`config.mk`:
```
export PLATFORM = sky130hd
export DESIGN_NAME = shell_word_splitter
export DESIGN_NICKNAME = d
export VERILOG_FILES = /design/src/hdl/swd_pkg.sv /design/src/hdl/swd_front.sv /design/src/hdl/swd_queue.sv /design/src/hdl/swd_back.sv /design/src/hdl/shell_word_splitter.sv
export SDC_FILE = /design/constraint.sdc
export NUM_CORES = 1
export LEC_CHECK = 0
export ABC_AREA = 1
export BUFFER_PORTS_ARGS = -buffer_cell sky130_fd_sc_hd__buf_2
export CORE_MARGIN = 2
export CORE_UTILIZATION = 57
export CTS_CLUSTER_DIAMETER = 120
export DETAILED_ROUTE_END_ITERATION = 8
export PLACE_DENSITY = 0.74
export RECOVER_POWER = 100
export SKIP_LAST_GASP = 1
export SLEW_MARGIN = 10
export SYNTH_ARGS = -nofsm -noshare
export SYNTH_HDL_FRONTEND = slang
export SYNTH_SLANG_ARGS = --single-unit
```
`constraint.sdc`:
```
create_clock -name clk -period 4.1 [get_ports clk]
set_input_delay 0.205 -clock clk [delete_from_list [all_inputs] [get_ports clk]]
set_output_delay 0.205 -clock clk [all_outputs]
set_load 0.01 [all_outputs]
```
`src/hdl/swd_pkg.sv`:
```
// Package for the shell word splitter: event codes, item types, byte constants.
// Used by swd_front, swd_queue, swd_back and shell_word_splitter; no dependencies.
package swd_pkg;

	// Default number of word slots per line (at most WORD_SLOTS-1 words are taken).
	localparam int WORD_SLOTS_DEF = 128;

	// Depth of the command queue between the front and back parts.
	localparam int QUEUE_DEPTH = 4;
	localparam int QPTR_W      = $clog2(QUEUE_DEPTH);
	localparam int QCNT_W      = $clog2(QUEUE_DEPTH + 1);

	// Most result events caused by one input item.
	localparam int MAX_EVENTS = 3;

	// Special bytes of the command line.
	localparam logic [7:0] CH_SPACE  = 8'h20;
	localparam logic [7:0] CH_TAB    = 8'h09;
	localparam logic [7:0] CH_BSLASH = 8'h5C;
	localparam logic [7:0] CH_DQUOTE = 8'h22;
	localparam logic [7:0] CH_SQUOTE = 8'h27;

	// Kinds of result event.
	typedef enum logic [1:0] {
		KIND_BYTE     = 2'd0,
		KIND_WORD_END = 2'd1,
		KIND_LINE_END = 2'd2
	} kind_t;

	// One result event.
	typedef struct packed {
		kind_t      kind;
		logic [7:0] value;
		logic [6:0] word;
	} event_t;

	// The events caused by one input item, as handed from front to back.
	typedef struct packed {
		logic [1:0]                  count;
		event_t [MAX_EVENTS-1:0]     ev;
	} cmd_t;

	function automatic event_t mk_event(kind_t k, logic [7:0] v, logic [6:0] w);
		event_t e;
		e.kind  = k;
		e.value = v;
		e.word  = w;
		return e;
	endfunction

	function automatic logic is_blank(logic [7:0] b);
		return (b == CH_SPACE) || (b == CH_TAB);
	endfunction

endpackage

```
`src/hdl/swd_front.sv`:
```
// Front part of the shell word splitter: accepts bytes, tracks quoting state
// and turns each item into a command of up to three events. Uses swd_pkg.
module swd_front #(
	parameter int WORD_SLOTS = swd_pkg::WORD_SLOTS_DEF
) (
	input  logic          clk,
	input  logic          arst_n,
	input  logic          in_valid,
	output logic          in_ready,
	input  logic [7:0]    line_byte,
	input  logic          line_end,
	input  logic          q_full,
	output logic          push,
	output swd_pkg::cmd_t push_cmd
);
	import swd_pkg::*;

	localparam logic [6:0] LIMIT = 7'(WORD_SLOTS - 1);

	logic       inside_q, squote_q, dquote_q, esc_plain_q, esc_dq_q, limit_q;
	logic [6:0] words_q;

	logic       inside_n, squote_n, dquote_n, esc_plain_n, esc_dq_n, limit_n;
	logic [6:0] words_n;
	cmd_t       cmd;
	logic       accept;

	assign in_ready = !q_full;
	assign accept   = in_valid && in_ready;
	assign push     = accept && (cmd.count != 2'd0);
	assign push_cmd = cmd;

	// Classify one item against the current quoting state.
	always_comb begin
		logic [1:0] cnt;
		logic [6:0] wn;
		logic       go;
		inside_n    = inside_q;
		squote_n    = squote_q;
		dquote_n    = dquote_q;
		esc_plain_n = esc_plain_q;
		esc_dq_n    = esc_dq_q;
		limit_n     = limit_q;
		words_n     = words_q;
		cmd         = '0;
		cnt         = 2'd0;
		wn          = words_q - 7'd1;
		go          = 1'b0;
		if (line_end) begin
			if (inside_q) begin
				if (esc_dq_q) begin
					cmd.ev[cnt] = mk_event(KIND_BYTE, CH_BSLASH, wn);
					cnt = cnt + 2'd1;
				end
				cmd.ev[cnt] = mk_event(KIND_WORD_END, 8'd0, wn);
				cnt = cnt + 2'd1;
			end
			cmd.ev[cnt] = mk_event(KIND_LINE_END, {1'b0, words_q}, 7'd0);
			cnt = cnt + 2'd1;
			inside_n    = 1'b0;
			squote_n    = 1'b0;
			dquote_n    = 1'b0;
			esc_plain_n = 1'b0;
			esc_dq_n    = 1'b0;
			limit_n     = 1'b0;
			words_n     = 7'd0;
		end else if (!limit_q) begin
			if (inside_q) begin
				go = 1'b1;
			end else if (!is_blank(line_byte)) begin
				if (words_q >= LIMIT) begin
					limit_n = 1'b1;
				end else begin
					words_n     = words_q + 7'd1;
					wn          = words_q;
					inside_n    = 1'b1;
					squote_n    = 1'b0;
					dquote_n    = 1'b0;
					esc_plain_n = 1'b0;
					esc_dq_n    = 1'b0;
					go          = 1'b1;
				end
			end
		end
		// Handle a byte that belongs to an open word.
		if (go) begin
			if (esc_plain_n) begin
				esc_plain_n = 1'b0;
				cmd.ev[cnt] = mk_event(KIND_BYTE, line_byte, wn);
				cnt = cnt + 2'd1;
			end else if (esc_dq_n) begin
				esc_dq_n = 1'b0;
				if (line_byte != CH_DQUOTE && line_byte != CH_BSLASH) begin
					cmd.ev[cnt] = mk_event(KIND_BYTE, CH_BSLASH, wn);
					cnt = cnt + 2'd1;
				end
				cmd.ev[cnt] = mk_event(KIND_BYTE, line_byte, wn);
				cnt = cnt + 2'd1;
			end else if (dquote_n && line_byte == CH_BSLASH) begin
				esc_dq_n = 1'b1;
			end else if (!squote_n && !dquote_n && line_byte == CH_BSLASH) begin
				esc_plain_n = 1'b1;
			end else if (line_byte == CH_SQUOTE && !dquote_n) begin
				squote_n = !squote_n;
			end else if (line_byte == CH_DQUOTE && !squote_n) begin
				dquote_n = !dquote_n;
			end else if (!squote_n && !dquote_n && is_blank(line_byte)) begin
				inside_n    = 1'b0;
				cmd.ev[cnt] = mk_event(KIND_WORD_END, 8'd0, wn);
				cnt = cnt + 2'd1;
			end else begin
				cmd.ev[cnt] = mk_event(KIND_BYTE, line_byte, wn);
				cnt = cnt + 2'd1;
			end
		end
		cmd.count = cnt;
	end

	// Quoting state, updated on every accepted item.
	always_ff @(posedge clk or negedge arst_n) begin
		if (!arst_n) begin
			inside_q    <= 1'b0;
			squote_q    <= 1'b0;
			dquote_q    <= 1'b0;
			esc_plain_q <= 1'b0;
			esc_dq_q    <= 1'b0;
			limit_q     <= 1'b0;
			words_q     <= 7'd0;
		end else if (accept) begin
			inside_q    <= inside_n;
			squote_q    <= squote_n;
			dquote_q    <= dquote_n;
			esc_plain_q <= esc_plain_n;
			esc_dq_q    <= esc_dq_n;
			limit_q     <= limit_n;
			words_q     <= words_n;
		end
	end

`ifndef NO_ASSERTIONS
	a_limit_count: assert property (@(posedge clk) disable iff (!arst_n)
		limit_q |-> (words_q == LIMIT))
		else $error("limit flag set below the word limit");
	a_line_clear: assert property (@(posedge clk) disable iff (!arst_n)
		(accept && line_end) |=> (words_q == 7'd0 && !inside_q && !limit_q))
		else $error("state not cleared after a line end");
	a_limit_idle: assert property (@(posedge clk) disable iff (!arst_n)
		(limit_q && !inside_q && accept && !line_end) |-> !push)
		else $error("events produced past the word limit");
`endif

endmodule

```
`src/hdl/swd_queue.sv`:
```
// Short command queue between the front and back parts of the word splitter.
// Flip-flop storage with one write and one read pointer. Uses swd_pkg.
module swd_queue (
	input  logic          clk,
	input  logic          arst_n,
	input  logic          push,
	input  swd_pkg::cmd_t push_cmd,
	output logic          full,
	input  logic          pop,
	output logic          head_valid,
	output swd_pkg::cmd_t head_cmd
);
	import swd_pkg::*;

	cmd_t              store_q [QUEUE_DEPTH];
	logic [QPTR_W-1:0] wr_ptr_q, rd_ptr_q;
	logic [QCNT_W-1:0] count_q;

	assign full       = (count_q == QCNT_W'(QUEUE_DEPTH));
	assign head_valid = (count_q != '0);
	assign head_cmd   = store_q[rd_ptr_q];

	// Entry storage; no reset needed for payload.
	always_ff @(posedge clk) begin
		if (push) begin
			store_q[wr_ptr_q] <= push_cmd;
		end
	end

	// Pointers and fill count.
	always_ff @(posedge clk or negedge arst_n) begin
		if (!arst_n) begin
			wr_ptr_q <= '0;
			rd_ptr_q <= '0;
			count_q  <= '0;
		end else begin
			if (push) begin
				wr_ptr_q <= (wr_ptr_q == QPTR_W'(QUEUE_DEPTH - 1)) ? '0 : wr_ptr_q + 1'b1;
			end
			if (pop) begin
				rd_ptr_q <= (rd_ptr_q == QPTR_W'(QUEUE_DEPTH - 1)) ? '0 : rd_ptr_q + 1'b1;
			end
			if (push && !pop) begin
				count_q <= count_q + 1'b1;
			end else if (pop && !push) begin
				count_q <= count_q - 1'b1;
			end
		end
	end

`ifndef NO_ASSERTIONS
	a_no_overflow: assert property (@(posedge clk) disable iff (!arst_n)
		push |-> !full)
		else $error("command written into a full queue");
	a_no_underflow: assert property (@(posedge clk) disable iff (!arst_n)
		pop |-> head_valid)
		else $error("command taken from an empty queue");
	a_count_range: assert property (@(posedge clk) disable iff (!arst_n)
		count_q <= QCNT_W'(QUEUE_DEPTH))
		else $error("queue fill count out of range");
`endif

endmodule

```
`src/hdl/swd_back.sv`:
```
// Back part of the shell word splitter: expands each queued command into its
// events, one per cycle while the receiver is ready, into an output register. Uses swd_pkg.
module swd_back (
	input  logic          clk,
	input  logic          arst_n,
	input  logic          head_valid,
	input  swd_pkg::cmd_t head_cmd,
	output logic          pop,
	output logic          out_valid,
	input  logic          out_ready,
	output logic [1:0]    event_kind,
	output logic [7:0]    event_value,
	output logic [6:0]    word_number,
	output logic          run_last
);
	import swd_pkg::*;

	logic [1:0] idx_q;
	logic       valid_q;
	event_t     ev_q;
	logic       last_q;
	logic       load;
	logic       last;
	event_t     sel;

	assign load = head_valid && (!valid_q || out_ready);
	assign last = (idx_q == head_cmd.count - 2'd1);
	assign sel  = head_cmd.ev[idx_q];
	assign pop  = load && last;

	// Event index within the head command.
	always_ff @(posedge clk or negedge arst_n) begin
		if (!arst_n) begin
			idx_q   <= 2'd0;
			valid_q <= 1'b0;
		end else begin
			if (load) begin
				idx_q   <= last ? 2'd0 : idx_q + 2'd1;
				valid_q <= 1'b1;
			end else if (out_ready) begin
				valid_q <= 1'b0;
			end
		end
	end

	// Output payload register.
	always_ff @(posedge clk) begin
		if (load) begin
			ev_q   <= sel;
			last_q <= last;
		end
	end

	assign out_valid   = valid_q;
	assign event_kind  = ev_q.kind;
	assign event_value = ev_q.value;
	assign word_number = ev_q.word;
	assign run_last    = last_q;

`ifndef NO_ASSERTIONS
	a_idx_range: assert property (@(posedge clk) disable iff (!arst_n)
		head_valid |-> (idx_q < head_cmd.count))
		else $error("event index past the command's event count");
	a_idle_idx: assert property (@(posedge clk) disable iff (!arst_n)
		!head_valid |-> (idx_q == 2'd0))
		else $error("event index not at the start while the queue is empty");
	a_line_end_last: assert property (@(posedge clk) disable iff (!arst_n)
		(valid_q && ev_q.kind == KIND_LINE_END) |-> last_q)
		else $error("line end event not marked as the last of its item");
`endif

endmodule

```
`src/hdl/shell_word_splitter.sv`:
```
// Top level of the shell word splitter: front part, command queue, back part.
// Depends on swd_pkg, swd_front, swd_queue and swd_back.
//
// Usage: command-line bytes enter on the input channel (in_valid/in_ready with
// line_byte and line_end), one item per byte, and an item with line_end set
// closes the line. Result events leave on the output channel
// (out_valid/out_ready) as word bytes, word ends and a line end carrying the
// word count; run_last marks the final event caused by each input item.
// The front part accepts one item per cycle while the queue is not full and pushes
// its events as a single command into a four-entry queue; the back part drains
// one event per cycle while the receiver is ready. The first event of an item
// is written into the queue and then taken from it into the output register.
// Throughput is one item per cycle while items cause at most one event each
// and the receiver is ready; an item causing k events fills k output slots in
// turn, so the sustained rate is set by the back part's one-event-per-cycle
// output register. When the receiver stalls, the output register holds its
// event, the queue fills, and in_ready falls once all four entries are occupied.
// Reset clears the quoting state, the word count, the queue and the output valid flag.
module shell_word_splitter #(
	parameter int WORD_SLOTS = swd_pkg::WORD_SLOTS_DEF
) (
	input  logic       clk,
	input  logic       arst_n,
	input  logic       in_valid,
	output logic       in_ready,
	input  logic [7:0] line_byte,
	input  logic       line_end,
	output logic       out_valid,
	input  logic       out_ready,
	output logic [1:0] event_kind,
	output logic [7:0] event_value,
	output logic [6:0] word_number,
	output logic       run_last
);
	import swd_pkg::*;

	logic q_full;
	logic push;
	cmd_t push_cmd;
	logic pop;
	logic head_valid;
	cmd_t head_cmd;

	// Front part: classification and quoting state.
	swd_front #(
		.WORD_SLOTS(WORD_SLOTS)
	) u_front (
		.clk      (clk),
		.arst_n   (arst_n),
		.in_valid (in_valid),
		.in_ready (in_ready),
		.line_byte(line_byte),
		.line_end (line_end),
		.q_full   (q_full),
		.push     (push),
		.push_cmd (push_cmd)
	);

	// Queue between the two parts.
	swd_queue u_queue (
		.clk       (clk),
		.arst_n    (arst_n),
		.push      (push),
		.push_cmd  (push_cmd),
		.full      (q_full),
		.pop       (pop),
		.head_valid(head_valid),
		.head_cmd  (head_cmd)
	);

	// Back part: event expansion and output register.
	swd_back u_back (
		.clk        (clk),
		.arst_n     (arst_n),
		.head_valid (head_valid),
		.head_cmd   (head_cmd),
		.pop        (pop),
		.out_valid  (out_valid),
		.out_ready  (out_ready),
		.event_kind (event_kind),
		.event_value(event_value),
		.word_number(word_number),
		.run_last   (run_last)
	);

endmodule
```
# [Yosys cells after proc, flatten, opt, wreduce, memory -nomap -nowiden]
# Memories as Yosys holds them, arrays and structs flattened.
# Index checks and enable logic that the tools add are counted.
[op_classes] add_sub_neg=12 magnitude_cmp=10 eq_ne=15 n_mux=132 n_reduce_logical=30
[op_table] operator="$mux W51" count=15
[op_table] operator="$bwmux W51" count=6
[op_table] operator="$demux W17 S2" count=4
[op_table] operator="$mux W17" count=7
[op_table] operator="$mux W7" count=10
[op_table] operator="$mux W1" count=67
[op_table] operator="$mux W2" count=19
[op_table] operator="$bmux W17 S2" count=1
[op_table] operator="$eq A8 B6 Y1 const B" count=3
[op_table] operator="$logic_and A1 B1 Y1" count=17
[op_table] operator="$lt A2 B3 Y1 const B" count=5
[op_table] operator="$add A2 B1 Y2 const B" count=7
[op_table] operator="$mux W14" count=1
[op_table] operator="$eq A8 B4 Y1 const B" count=1
[op_table] operator="$eq A8 B7 Y1 const B" count=1
[op_table] operator="$ge A2 B1 Y1 const B" count=4
[op_table] operator="$ne A2 B2 Y1 const B" count=4
[op_table] operator="$ne A8 B6 Y1 const B" count=1
[op_table] operator="$ne A8 B7 Y1 const B" count=1
[op_table] operator="$add A7 B1 Y7 const B" count=1
[op_table] operator="$ge A7 B7 Y1 const B" count=1
[op_table] operator="$sub A7 B1 Y7 const B" count=1
[op_table] operator="$logic_not A1 Y1" count=6
[op_table] operator="$mux W3" count=2
[op_table] operator="10 further kinds" count=14
[totals] register_bits=41 mem_bits_rw=212 inputBits=13 out_inout_bits=20 word_cells=216 memories=1
[memory_table] name="u_queue.store_q" words=4 word_bits=53 read_ports=1 rd_clocked_by_memory_dff=0 wr=1 line_no="swd_queue.sv:15" text="cmd_t store_q [QUEUE_DEPTH];"

# [Longest topological paths before layout]
[logic_depth] word_depth=23 ltp_mapped=26 ltp_nobuf=24

# [Cells and area by module]
# From an unflattened synthesis, not the netlist that was laid out.
[unflattened] cells_unflattened=1278 area_unflattened_um2=12609.6
[modules_own_cells] module="swd_queue" instances=1 cells_each=671 area_each_um2=8769.7 seq_area_each_um2=6541.3
[modules_own_cells] module="swd_front" instances=1 cells_each=479 area_each_um2=2697.6 seq_area_each_um2=325.3
[modules_own_cells] module="swd_back" instances=1 cells_each=128 area_each_um2=1142.3 seq_area_each_um2=615.6

# [Least setup slack after synthesis]
# OpenSTA, ideal clock, no wires.
[synth_timing] path_kind="in2reg" from="in line_byte[0]" to="mem u_queue.store_q[0][0] (netlist name) (enable)" setup_time_ns=0.421 t_arrival_ns=3.565 t_required_ns=3.679 path_slack_ns=0.113 stages=20 n_path_buf=2 path_cell_list="buf_2 inv_1 nand2_1 nor2_1 nand2_1 nand2_2 inv_1 clkbuf_1 nor2_1 a21oi_1 ha_1 inv_1 nand4_1 nand2_1 a21oi_2 nand2_2 inv_2 nand2_4 nand2_4 nor2_2"
[synth_rtl] element="from (decl)" line_no="shell_word_splitter.sv:26" text="input logic [7:0] line_byte,"
[synth_rtl] element="to (decl)" line_no="swd_queue.sv:15"

==> results by stage <==
STA:
- Subtracting the final worst setup slack from the clock period gives around 3.8 ns.
- Setup violations remaining at the end of the flow were counted as 0.
- In the finished design, the share of the clock period the worst path needs comes to between 90 and 100%.
- Measured against its own limit, the worst slew margin works out to -4.837%.
- At the pin with the least slew margin, the transition time is approximately 1.6 ns.
- The max-slew violation total from the final report is around 100.
- The highest achievable clock rate is between 200 and 300 MHz.
- Setup repair after global routing left no endpoint under its margin.
- Summed over all failing endpoints, the final setup total negative slack is 0 ns.
- The count of endpoints failing hold in the final timing report is 0.
- The setup clock skew after layout is between 0.01 and 0.015 ns.

Yosys:
- The post-synthesis average cell area is 10.12 um2.
- Counting every instance in the synthesized netlist gives 1233.
- The async set-reset flop share out of synthesis is under 10%.
- Counting flops with a built-in enable in the synthesized netlist gives 230.
- After synthesis the netlist holds a flip-flop and latch count of 253.
- Yosys printed 0 warnings.
- The post-synthesis cell type count is 50.
- The portion of synthesized cell area occupied by the leading cell type is between 50% and 60%.
- The net count of the mapped netlist is around 1300.
- The part of the Yosys area used for sequential elements is about three fifths.
- By area the synthesized netlist is led by edfxtp_1 55%, o21ai_0 6.8%, nor2_1 4.9%, nand2_1 4.9%, dfrtp_1 4.6%.
- The dominant register cell in the synthesized netlist is edfxtp_1.
- The post-synthesis cell area is 12470 um2.
- The post-synthesis cell type with the largest combined area is edfxtp_1.

Die:
- The floorplan step set the die width to approximately 150 um.
- Once the floorplan was initialized, standard cells occupied 57.70% of the core.
- The floorplan step defined a core boundary enclosing 21620 um2.
- For this design the top-level I/O count stands at 33.
- Measured along the y axis, the die boundary spans between 150 and 200 um.
- Row generation in the floorplan step produced 54 rows.
- The floorplan step defined a die boundary enclosing roughly 23000 um2.

Critical path:
- The critical path capture point type is a register.
- The combined buffer and inverter count along the critical path is 4.
- The kind of cell with the highest combined delay along the critical path is compound AO/OA/AOI/OAI gates.
- The worst setup path is of the register to register kind.
- The signal on the critical path passes through nand2_1 > clkbuf_1 > nor2_1 > a21oi_1 > inv_1 > ha_1 > inv_1 > o21ai_0 > nand2_1 > inv_1 > o221ai_1 > nor2_1.
- Of all nets on the critical path, the largest fanout is 11.
- The data required time of the worst path is around 4.3 ns.
- The slowest stage cell on the critical path is o221ai_1.
- The maximum single-stage delay on the critical path is 0.81 ns.
- The arrival time of data at the critical path endpoint is ~4.0 ns.
- STA classifies the critical path startpoint as a register.
- The cell with the most instances on the worst path is inv_1.

GRT:
- The via count of the first global-routing pass is 9128.
- The largest net degree at the start of global routing is a little under 80.
- For this run the aggregate overflow at the end of global routing stands at 0.
- The first-pass GRT wire length is ~54000 um.
- The overall track demand over capacity in global routing is 30.25%.
- The initial antenna violation count is 0.

Layout:
- The post-synthesis to final-layout area growth is 10.13%.
- After the flow finishes, the layout carries non-filler instances totaling ~1600.
- The filler cells instantiated in the layout total between 1500 and 2000.
- In the final layout, the share of cells above drive strength 1 is 9.557%.
- The repair_antennas step left the layout with diodes totalling 0.
- The net total in the final layout is around 1300.

Drt:
- The final layout contains routed wiring with a total length of 35450 um.
- The routed length per instance is roughly 23 um.
- The post-route met1 wirelength is 14840 um.
- The pre-antenna-repair detailed-routing pass consisted of 6 iterations.
- Signal routing reaches up to met4.
- The antenna violation net count after detailed routing is 0.
- The via count is between 9000 and 10000.
- After detailed routing, the met2 layer carries ~16000 um of wire.
- The remaining design rule violation count is 0.
- The met3 routed wirelength is 3640 um.
- The detailed-route vias per instance is 6.243.
- The detailed router's first-iteration violation count is 1279.

Outcome:
- The flow ran to the end, but the final reports show violations.
- The checks that failed: capacitance limit, slew limit.

Power:
- IR analysis of the VDD net gives a maximum drop of around 0.00048 V.
- The power density over the cells is approximately 720 nW/um2.
- The static leakage power is between 5 and 6 nW.

Place:
- The placer congestion estimate is 1.072.
- The sum of net half-perimeters after detailed placement is approximately 24000 um.
- Buffers placed on the I/O ports in this run total 32.
- The number of cells in the design after placement is 1520.

CTS:
- CTS built an H-tree with a depth of 1.
- TritonCTS built the clock tree.
- The CTS sink count is 253.
- The clock insertion delay at the later pin of the skew report is between 0.5 and 0.6 ns.
- The post-CTS setup buffer count is 0.
- The clock-pin slew on the worst setup and hold paths is 0.07 ns.
- Counting along the longest clock path gives a buffer depth of 3.
- TritonCTS created 25 clock buffers.
- The master cell of the clock root buffer is clkbuf_16.

Min path:
- The type of the tightest min-delay check is input pin to register.

Job:
- Across the run, the number of max-cap violations was 2.
==> flip-flops by register name, summed over array words and instances, names as in the netlist <==
signal and cells:
u_front.inside_q 1, u_back.event_value 8, u_queue.count_q 3, u_front.words_q 7
u_back.idx_q 2, u_front.esc_dq_q 1, u_front.limit_q 1, u_queue.wr_ptr_q 2
u_back.event_kind 2, u_back.run_last 1, u_front.dquote_q 1, u_front.squote_q 1
u_back.word_number 7, u_queue.store_q 212, u_back.out_valid 1, u_front.esc_plain_q 1
u_queue.rd_ptr_q 2
==> worst reg2reg max path, delay by kind of cell (launching register included) <==
family,cells,cell delay [ns]
flip-flops,1,0.41
adder cells (fa/ha/maj),1,0.31
AO/OA/AOI/OAI,3,1.14
buffers and inverters,4,0.91
AND/OR/NAND/NOR,4,0.72
==> repair_timing <==
item | in CTS | in global routing
resized for setup | 0 | 0
endpoints found under the hold margin | 24 | 0
hold buffers | 2 | 0
==> layer usage <==
metal,vias up,global-route usage (%)
li1,4476,-
met1,4673,44.56
met2,544,45.45
met3,90,5.847
met4,0,10.55
met5,-,0
==> synthesized netlist by cell type (14+ instances only) <==
master	number
o21ai_0	169
edfxtp_1	230
dfrtp_1	23
o221ai_1	25
o22ai_1	32
clkbuf_1	51
nor3_1	19
ha_1	14
nand3_1	39
o21ai_1	19
a21oi_1	53
o211ai_1	17
nor2_1	163
nand2_1	162
inv_1	78
inv_2	15
==> layout make-up <==
cell class              count  area, um2  share of cell area (%)
clock buffers              29      640.6                   4.663
clock inverters            16      161.4                   1.175
inverters                  98      370.4                   2.696
multi-input cells         814       4299                   31.29
flip-flops and latches    253       7482                   54.46
well taps                 280      350.3                   2.550
repair buffers             77      434.2                   3.160
==> power by group <==
group / total [W] / internal [W] / switching, W
clock network: 0.00225 / 0.00131 / 0.000937
registers: 0.00381 / 0.00363 / 0.000188
logic: 0.00382 / 0.00106 / 0.00276
==> per-stage QoR <==
step | instance area [um2] | hold WS [ns] | setup WS (ns) | total power (W) | utilization [%]
after floorplan | 12470 | -0.09059 | 0.1133 | 0.006334 | -
after global placement | 13140 | 0.2615 | 0.5524 | 0.007642 | 60.75
after detailed placement | 13140 | 0.2654 | 0.5102 | 0.007697 | 60.75
after CTS | 13960 | 0.1717 | 0.4887 | 0.009932 | 64.55
after global routing | 13740 | 0.2059 | 0.1072 | 0.01042 | 63.54
final | 13740 | 0.1883 | 0.2939 | 0.009876 | 63.54
==> path summary, 6_finish.rpt <==
check	start	to	slack, ns	cells past startpoint
worst max-delay path	u_front.inside_q	u_queue.store_q[1][39]	0.29	12
worst min-delay path	line_end	u_front.inside_q	0.19	4
worst max register to register	u_front.inside_q	u_queue.store_q[1][39]	0.29	12
worst min register to register	u_front.dquote_q	u_front.dquote_q	0.52	2
max in group asynchronous	arst_n	u_queue.rd_ptr_q[1]	2.57	2
min in group asynchronous	arst_n	u_front.words_q[6]	0.60	2
==> logic make-up after synthesis <==
kind of cell	after synthesis	synth area share (%)
DFF	253	59.98
buffers and inverters	166	5.276
and+or+nand+nor	436	15.71
AOI/OAI and AO/OA	353	16.77
adders and majority gates	15	1.565
xor gates and xnor gates	10	0.7022
==> cells in the final DEF (no fill, tap or decap), types with 3 or more instances in the layout <==
cell / synthesis / final
clkinv_1: 4 / 9
clkinv_2: 0 / 3
bufinv_16: 0 / 3
o21ai_0: 169 / 182
o221ai_1: 25 / 26
inv_1: 78 / 85
nand2_1: 162 / 165
a31oi_1: 3 / 3
dfrtp_1: 23 / 23
nand3_1: 39 / 43
ha_1: 14 / 14
buf_4: 3 / 23
clkbuf_1: 51 / 37
xor2_1: 8 / 8
nand4_1: 9 / 9
a22oi_1: 9 / 9
inv_2: 15 / 9
o21ai_1: 19 / 6
nor2_1: 163 / 165
o211ai_1: 17 / 17
edfxtp_1: 230 / 230
clkbuf_4: 0 / 3
nand2_4: 5 / 5
clkbuf_2: 0 / 4
nor3_1: 19 / 19
clkbuf_16: 0 / 25
nand2_2: 13 / 10
buf_2: 11 / 11
nor2_2: 9 / 4
nor2_4: 6 / 9
o22ai_1: 32 / 32
a21oi_1: 53 / 54
a32o_1: 10 / 10
No activity file was read; power rests on OpenSTA's default activity.
